==> src/rtl/bmsr_pkg.sv <==
// bmsr_pkg: shared types and constants of the soft-ramp bridge drive
// item structs, direction codes, window sizing and the mean reciprocal
// no dependencies
`default_nettype none

package bmsr_pkg;

  // window sizing
  localparam int unsigned WINDOW_DEPTH = 8;
  localparam int unsigned PTR_W        = (WINDOW_DEPTH > 1) ? $clog2(WINDOW_DEPTH) : 1;
  localparam int unsigned POWER_W      = 7;
  localparam int unsigned DIR_W        = 2;
  localparam int unsigned DUTY_W       = 8;

  // percent limits
  localparam logic [POWER_W-1:0] POWER_MAX  = 7'd100;
  localparam logic [POWER_W-1:0] POWER_ZERO = 7'd0;
  localparam logic [POWER_W-1:0] THR_RESET  = 7'd5;

  // running sum holds up to POWER_MAX * WINDOW_DEPTH
  localparam int unsigned SUM_MAX = 100 * WINDOW_DEPTH;
  localparam int unsigned SUM_W   = $clog2(SUM_MAX + 1);

  // mean = (sum * RECIP) >> DIV_SHIFT, exact for any sum below 2**SUM_W
  localparam int unsigned DIV_SHIFT = SUM_W + $clog2(WINDOW_DEPTH);
  localparam int unsigned RECIP_W   = DIV_SHIFT + 1;
  localparam int unsigned RECIP_INT = ((1 << DIV_SHIFT) + WINDOW_DEPTH - 1) / WINDOW_DEPTH;
  localparam logic [RECIP_W-1:0] RECIP = RECIP_W'(RECIP_INT);

  // direction codes
  localparam logic [DIR_W-1:0] DIR_OFF = 2'd0;
  localparam logic [DIR_W-1:0] DIR_CW  = 2'd1;
  localparam logic [DIR_W-1:0] DIR_CCW = 2'd2;
  localparam logic [DIR_W-1:0] DIR_BAD = 2'd3;

  // one control tick
  typedef struct packed {
    logic [POWER_W-1:0] requested_power;
    logic [DIR_W-1:0]   requested_direction;
  } in_item_t;

  // one bridge command
  typedef struct packed {
    logic [POWER_W-1:0] filtered_power;
    logic [DIR_W-1:0]   active_direction;
    logic [DUTY_W-1:0]  pwm_duty;
    logic               high_side_one;
    logic               high_side_two;
    logic               low_one_pwm;
    logic               low_one_level;
    logic               low_two_pwm;
    logic               low_two_level;
  } out_item_t;

  // push into the averaging window
  typedef struct packed {
    logic               en;
    logic [POWER_W-1:0] value;
  } win_push_t;

  // window status toward the control logic
  typedef struct packed {
    logic [POWER_W-1:0] power;       // mean after the last push
    logic [POWER_W-1:0] power_next;  // mean including the current push
  } win_stat_t;

endpackage

`default_nettype wire

==> src/rtl/brushed_motor_soft_ramp_bridge_drive_core.sv <==
// brushed_motor_soft_ramp_bridge_drive_core: top level of the soft-ramp h-bridge drive
// depends on bmsr_pkg, bmsr_window, bmsr_outbuf (and bmsr_ram below it)
//
// Usage:
//  - input channel (in_valid_i / in_stall_o / in_data_i) carries one control tick:
//    requested power in percent and requested direction
//  - output channel (out_valid_o / out_stall_i / out_data_o) returns exactly one
//    bridge command per tick: filtered power, active direction, pwm duty and switches
//  - cfg_we_i / cfg_wdata_i write the reverse threshold; write only while idle
//  - result: registered in the output buffer, valid in the cycle after its input transaction if the output is free
//  - throughput: one tick per cycle while in_stall_o is low; the history ram is prefetched
//    one slot ahead of the write pointer, so its read and write share every cycle
//  - reset: history reads as zero through per-slot valid bits (no clearing pass),
//    direction off, latches clear, threshold 5
//  - receiver stall: a two-entry output buffer keeps accepting until both entries
//    hold commands, then in_stall_o rises until the receiver takes one
`default_nettype none

module brushed_motor_soft_ramp_bridge_drive_core (
  input  wire                  clk_i,
  input  wire                  rst_ni,
  input  wire                  in_valid_i,
  output logic                 in_stall_o,
  input  bmsr_pkg::in_item_t   in_data_i,
  output logic                 out_valid_o,
  input  wire                  out_stall_i,
  output bmsr_pkg::out_item_t  out_data_o,
  input  wire                  cfg_we_i,
  input  wire [6:0]            cfg_wdata_i
);

  import bmsr_pkg::*;

  logic               in_acc;
  logic [POWER_W-1:0] thr_q;
  logic [DIR_W-1:0]   dir_q, dir_d;
  logic               lat1_q, lat1_d, lat2_q, lat2_d;
  logic [POWER_W-1:0] req_pow;
  logic [DIR_W-1:0]   req_dir;
  win_push_t          push;
  win_stat_t          stat;
  out_item_t          res;
  logic               hs1, hs2, pwm1, pwm2;
  logic [POWER_W-1:0] pwr;

  assign in_acc = in_valid_i && !in_stall_o;

  // sanitize request: saturate power, unused direction code means off
  assign req_pow = (in_data_i.requested_power > POWER_MAX) ? POWER_MAX
                                                            : in_data_i.requested_power;
  assign req_dir = (in_data_i.requested_direction == DIR_BAD) ? DIR_OFF
                                                              : in_data_i.requested_direction;

  // direction change pushes zero; switch only below threshold
  always_comb begin
    push.en    = in_acc;
    push.value = req_pow;
    dir_d      = dir_q;
    if (req_dir != dir_q) begin
      push.value = POWER_ZERO;
      if (stat.power < thr_q) begin
        dir_d = req_dir;
      end
    end
  end

  bmsr_window u_window (
    .clk_i  (clk_i),
    .rst_ni (rst_ni),
    .push_i (push),
    .stat_o (stat)
  );

  assign pwr = stat.power_next;

  // bridge drive
  always_comb begin
    hs1    = 1'b0;
    hs2    = 1'b0;
    pwm1   = 1'b0;
    pwm2   = 1'b0;
    lat1_d = lat1_q;
    lat2_d = lat2_q;
    case (dir_d)
      DIR_CW: begin
        hs1    = 1'b1;
        lat1_d = 1'b0;
        if (pwr == POWER_MAX) begin
          lat2_d = 1'b1;
        end else begin
          pwm2 = 1'b1;
        end
      end
      DIR_CCW: begin
        hs2    = 1'b1;
        lat2_d = 1'b0;
        if (pwr == POWER_MAX) begin
          lat1_d = 1'b1;
        end else begin
          pwm1 = 1'b1;
        end
      end
      default: begin
      end
    endcase
    if (dir_d == DIR_OFF || pwr == POWER_ZERO) begin
      hs1  = 1'b0;
      hs2  = 1'b0;
      pwm1 = 1'b0;
      pwm2 = 1'b0;
    end
  end

  // result assembly
  always_comb begin
    res.filtered_power   = pwr;
    res.active_direction = dir_d;
    res.pwm_duty         = {pwr, 1'b0};
    res.high_side_one    = hs1;
    res.high_side_two    = hs2;
    res.low_one_pwm      = pwm1;
    res.low_one_level    = lat1_d;
    res.low_two_pwm      = pwm2;
    res.low_two_level    = lat2_d;
  end

  // control state and threshold register
  always_ff @(posedge clk_i or negedge rst_ni) begin
    if (!rst_ni) begin
      thr_q  <= THR_RESET;
      dir_q  <= DIR_OFF;
      lat1_q <= 1'b0;
      lat2_q <= 1'b0;
    end else begin
      if (cfg_we_i) begin
        thr_q <= cfg_wdata_i;
      end
      if (in_acc) begin
        dir_q  <= dir_d;
        lat1_q <= lat1_d;
        lat2_q <= lat2_d;
      end
    end
  end

  bmsr_outbuf u_outbuf (
    .clk_i       (clk_i),
    .rst_ni      (rst_ni),
    .in_valid_i  (in_valid_i),
    .in_data_i   (res),
    .in_stall_o  (in_stall_o),
    .out_valid_o (out_valid_o),
    .out_stall_i (out_stall_i),
    .out_data_o  (out_data_o)
  );

endmodule

`default_nettype wire

==> src/rtl/bmsr_ram.sv <==
// bmsr_ram: generic single-write, single-read ram with registered read data
// depends on nothing
`default_nettype none

module bmsr_ram #(
  parameter int unsigned WIDTH = 8,
  parameter int unsigned DEPTH = 8
) (
  input  wire                                          clk_i,
  input  wire                                          we_i,
  input  wire [((DEPTH > 1) ? $clog2(DEPTH) : 1)-1:0] waddr_i,
  input  wire [WIDTH-1:0]                              wdata_i,
  input  wire [((DEPTH > 1) ? $clog2(DEPTH) : 1)-1:0] raddr_i,
  output logic [WIDTH-1:0]                             rdata_o
);

  logic [WIDTH-1:0] mem [DEPTH];

  // write port
  always_ff @(posedge clk_i) begin
    if (we_i) begin
      mem[waddr_i] <= wdata_i;
    end
  end

  // registered read port
  always_ff @(posedge clk_i) begin
    rdata_o <= mem[raddr_i];
  end

endmodule

`default_nettype wire

==> src/rtl/bmsr_window.sv <==
// bmsr_window: power history ram, write pointer, running sum and window mean
// depends on bmsr_pkg and bmsr_ram
`default_nettype none

module bmsr_window (
  input  wire                  clk_i,
  input  wire                  rst_ni,
  input  bmsr_pkg::win_push_t  push_i,
  output bmsr_pkg::win_stat_t  stat_o
);

  import bmsr_pkg::*;

  logic [PTR_W-1:0]        wp_q, wp_d, wp_next, rd_addr;
  logic [WINDOW_DEPTH-1:0] vld_q, vld_d;
  logic                    vld_rd_q, fwd_q;
  logic [POWER_W-1:0]      fwd_val_q;
  logic [POWER_W-1:0]      rdata, old_val;
  logic [SUM_W-1:0]        sum_q, sum_d;
  logic [POWER_W-1:0]      power_q, power_d;
  logic [SUM_W+RECIP_W-1:0] prod;

  // history memory, one entry per tick slot
  bmsr_ram #(
    .WIDTH (POWER_W),
    .DEPTH (WINDOW_DEPTH)
  ) u_hist_ram (
    .clk_i   (clk_i),
    .we_i    (push_i.en),
    .waddr_i (wp_q),
    .wdata_i (push_i.value),
    .raddr_i (rd_addr),
    .rdata_o (rdata)
  );

  // pointer wrap and prefetch of the slot that the next push overwrites
  assign wp_next = (wp_q == PTR_W'(WINDOW_DEPTH - 1)) ? '0 : wp_q + PTR_W'(1);
  assign wp_d    = push_i.en ? wp_next : wp_q;
  assign rd_addr = wp_d;

  // entry leaving the window: forwarded write, stored value, or reset zero
  always_comb begin
    if (fwd_q) begin
      old_val = fwd_val_q;
    end else if (vld_rd_q) begin
      old_val = rdata;
    end else begin
      old_val = POWER_ZERO;
    end
  end

  // valid bits stand in for the all-zero reset of the history
  always_comb begin
    vld_d = vld_q;
    if (push_i.en) begin
      vld_d[wp_q] = 1'b1;
    end
  end

  // running sum and mean by reciprocal multiply
  assign sum_d   = push_i.en ? (sum_q - SUM_W'(old_val) + SUM_W'(push_i.value)) : sum_q;
  assign prod    = {{RECIP_W{1'b0}}, sum_d} * {{SUM_W{1'b0}}, RECIP};
  assign power_d = prod[DIV_SHIFT +: POWER_W];

  assign stat_o.power      = power_q;
  assign stat_o.power_next = power_d;

  // window state
  always_ff @(posedge clk_i or negedge rst_ni) begin
    if (!rst_ni) begin
      wp_q     <= '0;
      vld_q    <= '0;
      vld_rd_q <= 1'b0;
      fwd_q    <= 1'b0;
      sum_q    <= '0;
      power_q  <= POWER_ZERO;
    end else begin
      wp_q     <= wp_d;
      vld_q    <= vld_d;
      vld_rd_q <= vld_q[rd_addr];
      fwd_q    <= push_i.en && (rd_addr == wp_q);
      sum_q    <= sum_d;
      power_q  <= power_d;
    end
  end

  // forwarded value for a read of the slot being written
  always_ff @(posedge clk_i) begin
    fwd_val_q <= push_i.value;
  end

  // a forward only follows a push
  a_fwd_after_push: assert property (@(posedge clk_i) disable iff (!rst_ni)
    fwd_q |-> $past(push_i.en))
    else $error("forward flag without a preceding push");

  // a pushed slot is marked valid
  a_slot_valid: assert property (@(posedge clk_i) disable iff (!rst_ni)
    push_i.en |=> vld_q[$past(wp_q)])
    else $error("pushed slot not marked valid");

  // mean stays within percent range
  a_power_range: assert property (@(posedge clk_i) disable iff (!rst_ni)
    power_q <= POWER_MAX)
    else $error("window mean above full power");

  // pointer moves only on a push
  a_ptr_hold: assert property (@(posedge clk_i) disable iff (!rst_ni)
    !push_i.en |=> $stable(wp_q))
    else $error("write pointer moved without a push");

endmodule

`default_nettype wire

==> src/rtl/bmsr_outbuf.sv <==
// bmsr_outbuf: two-entry output register with skid stage for bridge commands
// depends on bmsr_pkg
`default_nettype none

module bmsr_outbuf (
  input  wire                  clk_i,
  input  wire                  rst_ni,
  input  wire                  in_valid_i,
  input  bmsr_pkg::out_item_t  in_data_i,
  output logic                 in_stall_o,
  output logic                 out_valid_o,
  input  wire                  out_stall_i,
  output bmsr_pkg::out_item_t  out_data_o
);

  import bmsr_pkg::*;

  logic      out_vld_q, out_vld_d;
  logic      skid_vld_q, skid_vld_d;
  out_item_t out_q, out_d;
  out_item_t skid_q, skid_d;
  logic      in_acc, out_take;

  // stall only once the skid entry is occupied
  assign in_stall_o = skid_vld_q;
  assign in_acc     = in_valid_i && !skid_vld_q;
  assign out_take   = out_vld_q && !out_stall_i;

  // fill and drain
  always_comb begin
    out_vld_d  = out_vld_q;
    skid_vld_d = skid_vld_q;
    out_d      = out_q;
    skid_d     = skid_q;
    if (skid_vld_q) begin
      if (out_take) begin
        out_d      = skid_q;
        skid_vld_d = 1'b0;
      end
    end else if (!out_vld_q || out_take) begin
      out_vld_d = in_acc;
      out_d     = in_data_i;
    end else if (in_acc) begin
      skid_vld_d = 1'b1;
      skid_d     = in_data_i;
    end
  end

  always_ff @(posedge clk_i or negedge rst_ni) begin
    if (!rst_ni) begin
      out_vld_q  <= 1'b0;
      skid_vld_q <= 1'b0;
    end else begin
      out_vld_q  <= out_vld_d;
      skid_vld_q <= skid_vld_d;
    end
  end

  always_ff @(posedge clk_i) begin
    out_q  <= out_d;
    skid_q <= skid_d;
  end

  assign out_valid_o = out_vld_q;
  assign out_data_o  = out_q;

  // skid entry never holds data ahead of an empty output
  a_skid_behind_out: assert property (@(posedge clk_i) disable iff (!rst_ni)
    skid_vld_q |-> out_vld_q)
    else $error("skid entry occupied while output empty");

  // skid fills only when the output was held
  a_skid_fill: assert property (@(posedge clk_i) disable iff (!rst_ni)
    $rose(skid_vld_q) |-> $past(out_vld_q && out_stall_i))
    else $error("skid filled while output free");

  // a held skid entry moves to the output when taken
  a_skid_drain: assert property (@(posedge clk_i) disable iff (!rst_ni)
    skid_vld_q && out_take |=> out_vld_q && !skid_vld_q)
    else $error("skid entry not drained on output transaction");

endmodule

`default_nettype wire
==> config.mk <==
export PLATFORM = sky130hd
export DESIGN_NAME = brushed_motor_soft_ramp_bridge_drive_core
export DESIGN_NICKNAME = d
export VERILOG_FILES = /design/src/rtl/bmsr_pkg.sv /design/src/rtl/brushed_motor_soft_ramp_bridge_drive_core.sv /design/src/rtl/bmsr_ram.sv /design/src/rtl/bmsr_window.sv /design/src/rtl/bmsr_outbuf.sv
export SDC_FILE = /design/constraint.sdc
export NUM_CORES = 1
export LEC_CHECK = 0
export BUFFER_PORTS_ARGS = -buffer_cell sky130_fd_sc_hd__clkbuf_2
export CORE_MARGIN = 2
export CORE_UTILIZATION = 30
export CTS_CLUSTER_SIZE = 30
export DETAILED_ROUTE_END_ITERATION = 8
export GPL_ROUTABILITY_DRIVEN = 0
export PLACE_DENSITY = 0.54
export SLEW_MARGIN = 30
export SYNTH_ARGS = -nofsm -noshare
export SYNTH_HDL_FRONTEND = slang
export SYNTH_SLANG_ARGS = --single-unit
==> constraint.sdc <==
create_clock -name clk_i -period 8.9 [get_ports clk_i]
set_input_delay 1.78 -clock clk_i [delete_from_list [all_inputs] [get_ports clk_i]]
set_output_delay 1.78 -clock clk_i [all_outputs]
set_load 0.03 [all_outputs]
Word-level counts from Yosys, hierarchy flattened
Memories as Yosys holds them, arrays and structs flattened. A register that Yosys moved wholly into a read port is not among the register bits.
Cells that the tools add are included.
Storage, ports and cells
  logic and storage cells: 100
  flip-flop bits (word level): 81
  memory bits (writable): 56
  memories kept: 1
  input port bits: 21
Operators by class
  add/subtract/negate cells: 3
  equal/unequal tests: 8
  reduce and logical (&&, ||, !) cells: 15
  multiplexer cells: 35
  bitwise logic cells: 3
  $lt $le $gt $ge: 5
Memories
  u_window.u_hist_ram.mem: words 8, bits a word 7, rd ports 1, clocked after Yosys merged registers in 1, wr ports 1, line bmsr_ram.sv:17  | logic [WIDTH-1:0] mem [DEPTH];
Operators by type and width (count)
  $mux W23: 3
  $mux W7: 4
  $mux W1: 18
  $add A10 B7 Y10: 1
  $mux W10: 1
  $sub A10 B7 Y10: 1
  $lt A3 B4 Y1 const B: 2
  $or A8 B8 Y8: 1
  $eq A7 B7 Y1 const B: 1
  $gt A7 B7 Y1 const B: 1
  $logic_not A7 Y1: 1
  $lt A7 B7 Y1: 1
  $mux W2: 3
  $mux W3: 2
  $eq A2 B2 Y1 const B: 2
  $logic_and A1 B1 Y1: 4
  $pmux W1 S2: 2
  $reduce_and A2 Y1: 2
  $add A3 B1 Y3 const B: 1
  $bmux W1 S3: 1
  $demux W1 S3: 1
  $eq A3 B3 Y1: 1
  $eq A3 B3 Y1 const B: 1
  $ge A3 B1 Y1 const B: 1
  other kinds (9): 13

Depth between registers and ports, before layout
  word-level depth: 12
  mapped depth: 17

Cells and area by module
From an unflattened synthesis, not the netlist that was laid out.
Unflattened totals
  cell total of the unflattened synthesis: 461
  area total of the unflattened synthesis: 6882.9 um^2
Modules (own cells, without submodules)
  bmsr_ram: area an instance 2366.0 um^2, seq. area each 1821.7 um^2, times used 1, cells each 101
  bmsr_outbuf: area an instance 1835.5 um^2, seq. area each 1431.4 um^2, times used 1, cells each 83
  bmsr_window: area an instance 1833.0 um^2, seq. area each 715.7 um^2, times used 1, cells each 181
  brushed_motor_soft_ramp_bridge_drive_core: area an instance 848.3 um^2, seq. area each 277.8 um^2, times used 1, cells each 96

Worst setup path after synthesis
Ideal clock, no wire load.
  kind: input-to-reg
  from: input in_data_i[1] in the netlist's numbering
  to: register u_outbuf.skid_q[2] in the netlist's numbering (data pin)
  buffers on the path: 0
  stages on the path: 15
  arrival time: 5.069 ns
  data required time: 8.751 ns
  setup slack: 3.683 ns
  path through: nor2b_1 nand3b_1 o21ai_1 inv_1 nor2_1 nand2_1 fa_1 fa_1 nand2b_1 a211oi_2 mux2_4 nor4_2 a2bb2oi_1 and4bb_4 a2bb2oi_1
Between the ends
  longest elaborated chain between the ends: 9
  elaborated cells between the ends (all ways): 13
RTL lines
  start, declared: line brushed_motor_soft_ramp_bridge_drive_core.sv:24  | input bmsr_pkg::in_item_t in_data_i,
  $eq A2 B2 Y1: line brushed_motor_soft_ramp_bridge_drive_core.sv:51  | assign req_dir = (in_data_i.requested_direction == DIR_BAD) ? DIR_OFF
  $mux W2 *: line brushed_motor_soft_ramp_bridge_drive_core.sv:51
  $ne A2 B2 Y1: line brushed_motor_soft_ramp_bridge_drive_core.sv:59  | if (req_dir != dir_q) begin
  $mux W7: line brushed_motor_soft_ramp_bridge_drive_core.sv:59
  $add A10 B7 Y10: line bmsr_window.sv:61  | assign sum_d = push_i.en ? (sum_q - SUM_W'(old_val) + SUM_W'(push_i.value)) : sum_q;
  $mux W10: line bmsr_window.sv:61
  $eq A7 B7 Y1: line brushed_motor_soft_ramp_bridge_drive_core.sv:97  | if (pwr == POWER_MAX) begin
  $mux W1: line brushed_motor_soft_ramp_bridge_drive_core.sv:97
  $pmux W1 S2 *: line brushed_motor_soft_ramp_bridge_drive_core.sv:84  | case (dir_d)
  via lat1_d: line brushed_motor_soft_ramp_bridge_drive_core.sv:37  | logic lat1_q, lat1_d, lat2_q, lat2_d;
  end signal, assigned: line bmsr_outbuf.sv:61  | skid_q <= skid_d;
  end, declared: line bmsr_outbuf.sv:21  | out_item_t skid_q, skid_d;
The timed path passes the listed nets; every way through them passes the cells marked *.
A chain may end at the register's enable or synchronous reset.

==> impl_results.md <==
* Chip height at 151 um
* EDFF count, synth at between 80 and 90
* Pleak at approximately 3.1 nW
* Reg2reg setup slack at between 4 and 5 ns
* Final Max Tran Viols at 0
* Die area at roughly 0.023 mm^2
* Die span in x at 151 um
* YS warnings at 0
* CP max FO at 6
* Synthesized instance count at a little under 600
* CTS hold repair buffers at 0
* Routed WL at 14200 um
* PD cells at about 430 mW/mm^2
* Nets at 667
* Ant diodes at 0
* Predominant post-synthesis flop cell: edfxtp_1
* Worst skew pair latency at 0.42 ns
* End-of-flow core utilization at 35.9%
* Routed wire per std cell at 15.7 um
* Final HPWL from detailed placement at between 9000 and 10000 um
* CP Data Arrival Time at around 5.6 ns
* Setup TNS at 0 ns
* Synthesized net count at around 630
* Sequential area share after synthesis at 58.0%
* Worst VDD drop at about 180 uV
* First-pass GRT wire length at 23100 um
* # DRC at 0
* Post-Syn Area at 0.00650 mm^2
* Final Hold Fails at 0
* CTS tree: built
* Pre-Repair DR Iteration Count at 4
* Grt ovf at 0
* Crit path required time at around 9 ns
* Unrepaired setup endpoints after global routing: false
* Clock Tree Buf Depth at 2
* Commonest non-fill, non-tap cell in the layout: nand2_1
* HP Start: u_window.vld_q[5]$_DFFE_PN0P_
* Antenna Nets Post-Route at 0
* Top cells by area, synth: edfxtp_1, dfrtp_1, nand2_1
* Syn-to-layout area delta at 17.0%
* Synth cell types at 70
* Max Clock Freq at around 0.18 GHz
* Final Cycle Share at 61.8%
* CP Class: input port to flip-flop
* IO Port Bufs at 44
* Initial Utilization at a little under a third
* CTS root buffer: clkbuf_16
* Synth Area per Inst at between 10 and 15 um^2
* Total number of vias at about 4300
* Max cap viols at 0
* Largest net degree at the start of global routing at 37
* Cts bufs inserted at 17
* Share of layout cells above drive strength 1 at 20.6%
* Clk_skew at approximately 0.006 ns
* Vias per cell at ~4.8
* Async set-reset flop share out of synthesis at 26.5%
* Gr usage total at roughly 14%
* Start of the worst register-to-register path: dir_q[0]$_DFFE_PN0P_
* Hold Path Class: flip-flop to flip-flop
* Final setup fails at 0
* H-Tree Level Count at 4
* Synth Register Bits at between 100 and 150
* Initial antenna violation count at 0
* Critical Path Start Type: input port
* Rel. slew slack at ~36%
* 1st-iter DRT viols at 240
* Core area at 0.0212 mm^2
* Multi-input logic area at approximately 0.0025 mm^2
* Register area at about 0.0038 mm^2
* Largest area contributor in the netlist: edfxtp_1
* Filler cells at 2113
* Most frequent cells in the layout: nand2_1, edfxtp_1, clkbuf_2
* Clock sinks at approximately 140
* Row cnt at 53
* Worst-path clk slew at roughly 0.06 ns
* Post CTS Setup Buffer Count at 0
* Post_cts resized at 0
* Worst slew pin tran at roughly 0.96 ns
* Vias in the first global route at 4463
* CP Capture Type: flip-flop
* Final min period at ~5.5 ns
* CP Launch Point: in_data_i[1]
* Outcome: complete, no violations
* # IOs at 46
* Top cell type's share of synthesized area at between 30% and 40%
## power breakdown
group	switching (W)	leakage [nW]	internal [W]
registers	0.0000945	1.35	0.000894
logic	0.00100	1.50	0.000614
clock network	0.000273	0.290	0.000423
## layout make-up
| type | instances | area share [%] |
|---|---|---|
| multi-input cells | 370 | 32.6 |
| repair buffers | 49 | 3.42 |
| clock buffers | 19 | 5.83 |
| flip-flops and latches | 136 | 49.6 |
| clock inverters | 13 | 1.93 |
| well taps | 275 | 4.53 |
| inverters | 44 | 2.17 |
## cells by family (layout without fill, tap and decap cells)
group / after synthesis / count (layout) / synth area share (%)
compound gates: 101 / 101 / 11.0
xor+xnor: 5 / 5 / 0.674
fa+ha+maj: 28 / 28 / 6.20
buf+inv: 72 / 125 / 4.70
flops: 136 / 136 / 58.0
mux: 18 / 18 / 3.12
other cells: 1 / 1 / 0.0577
simple gates: 217 / 217 / 16.3
## synthesized netlist by cell type (2+ instances only)
library cell and count:
nand2_1 107, edfxtp_1 86, inv_1 41, nand3_1 38
dfrtp_1 34, o21ai_0 30, ha_1 21, a21oi_1 17
clkbuf_1 14, dfxtp_1 14, nor2_1 14, mux2_2 9
o21ai_1 9, or2_2 9, buf_4 8, nor2b_1 8
nor3_1 8, fa_1 7, a22o_1 6, nand2b_1 6
nor3b_1 6, a21o_1 5, a2bb2oi_1 5, mux2i_1 5
buf_2 4, a21oi_2 3, and2_1 3, and3_1 3
o21a_1 3, o31ai_1 3, xnor2_1 3, a211oi_2 2
a22oi_1 2, buf_1 2, clkinv_1 2, dfstp_2 2
mux2_1 2, nand3b_1 2, o22a_1 2, o31a_1 2
xor2_1 2
## metrics by stage
stage,setup WS (ns),hold WS [ns],power [W],std cells,cell area (um^2)
2_1_floorplan,3.68,0.439,0.00224,578,6500
3_3_place_gp,3.10,0.451,0.00258,874,6990
3_5_place_dp,3.01,0.456,0.00262,874,7000
4_1_cts,3.44,0.472,0.00333,906,7590
5_1_grt,3.04,0.480,0.00356,906,7600
6_report,3.40,0.471,0.00330,906,7600
## routing by layer
layer	vias up	GRT usage, %	routed length, um
met5	-	0	0
met4	0	5.93	392
met3	28	3.52	530
met2	82	22.6	6900
met1	2092	16.5	6360
li1	2108	-	-
## state kept, by name, summed over array words and instances (netlist names)
signal / cells
dir_q: 2
lat1_q: 1
lat2_q: 1
thr_q: 7
u_outbuf.in_stall_o: 1
u_outbuf.out_data_o: 15
u_outbuf.out_valid_o: 1
u_outbuf.skid_q: 15
u_window.fwd_q: 1
u_window.fwd_val_q: 7
u_window.sum_q: 10
u_window.u_hist_ram.mem: 56
u_window.u_hist_ram.rdata_o: 7
u_window.vld_q: 8
u_window.vld_rd_q: 1
u_window.wp_q: 3
## path summary, 6_finish.rpt
| path | to | cells past startpoint |
|---|---|---|
| max reg2reg | u_outbuf.out_data_o[4]$_DFFE_PP_ | 15 |
| max in group asynchronous | thr_q[0]$_DFFE_PN1P_ | 1 |
| max | u_outbuf.out_data_o[4]$_DFFE_PP_ | 16 |
| min reg2reg | u_window.vld_q[5]$_DFFE_PN0P_ | 1 |
| min in group asynchronous | dir_q[0]$_DFFE_PN0P_ | 1 |
| min | u_window.vld_q[5]$_DFFE_PN0P_ | 1 |
## critical path, cell delays in order
cell	delay (ns)
clkbuf_2	0.12
nor2b_1	0.30
nand3b_1	0.11
o21ai_1	0.30
inv_1	0.12
nor2_1	0.16
nand2_1	0.11
fa_1	0.53
fa_1	0.45
nand2b_1	0.19
a21oi_1	0.17
xor2_1	0.10
or3_4	0.38
a221oi_4	0.33
nor3b_2	0.35
o31ai_1	0.12
Note: power is estimated with default switching activity, not from simulation.
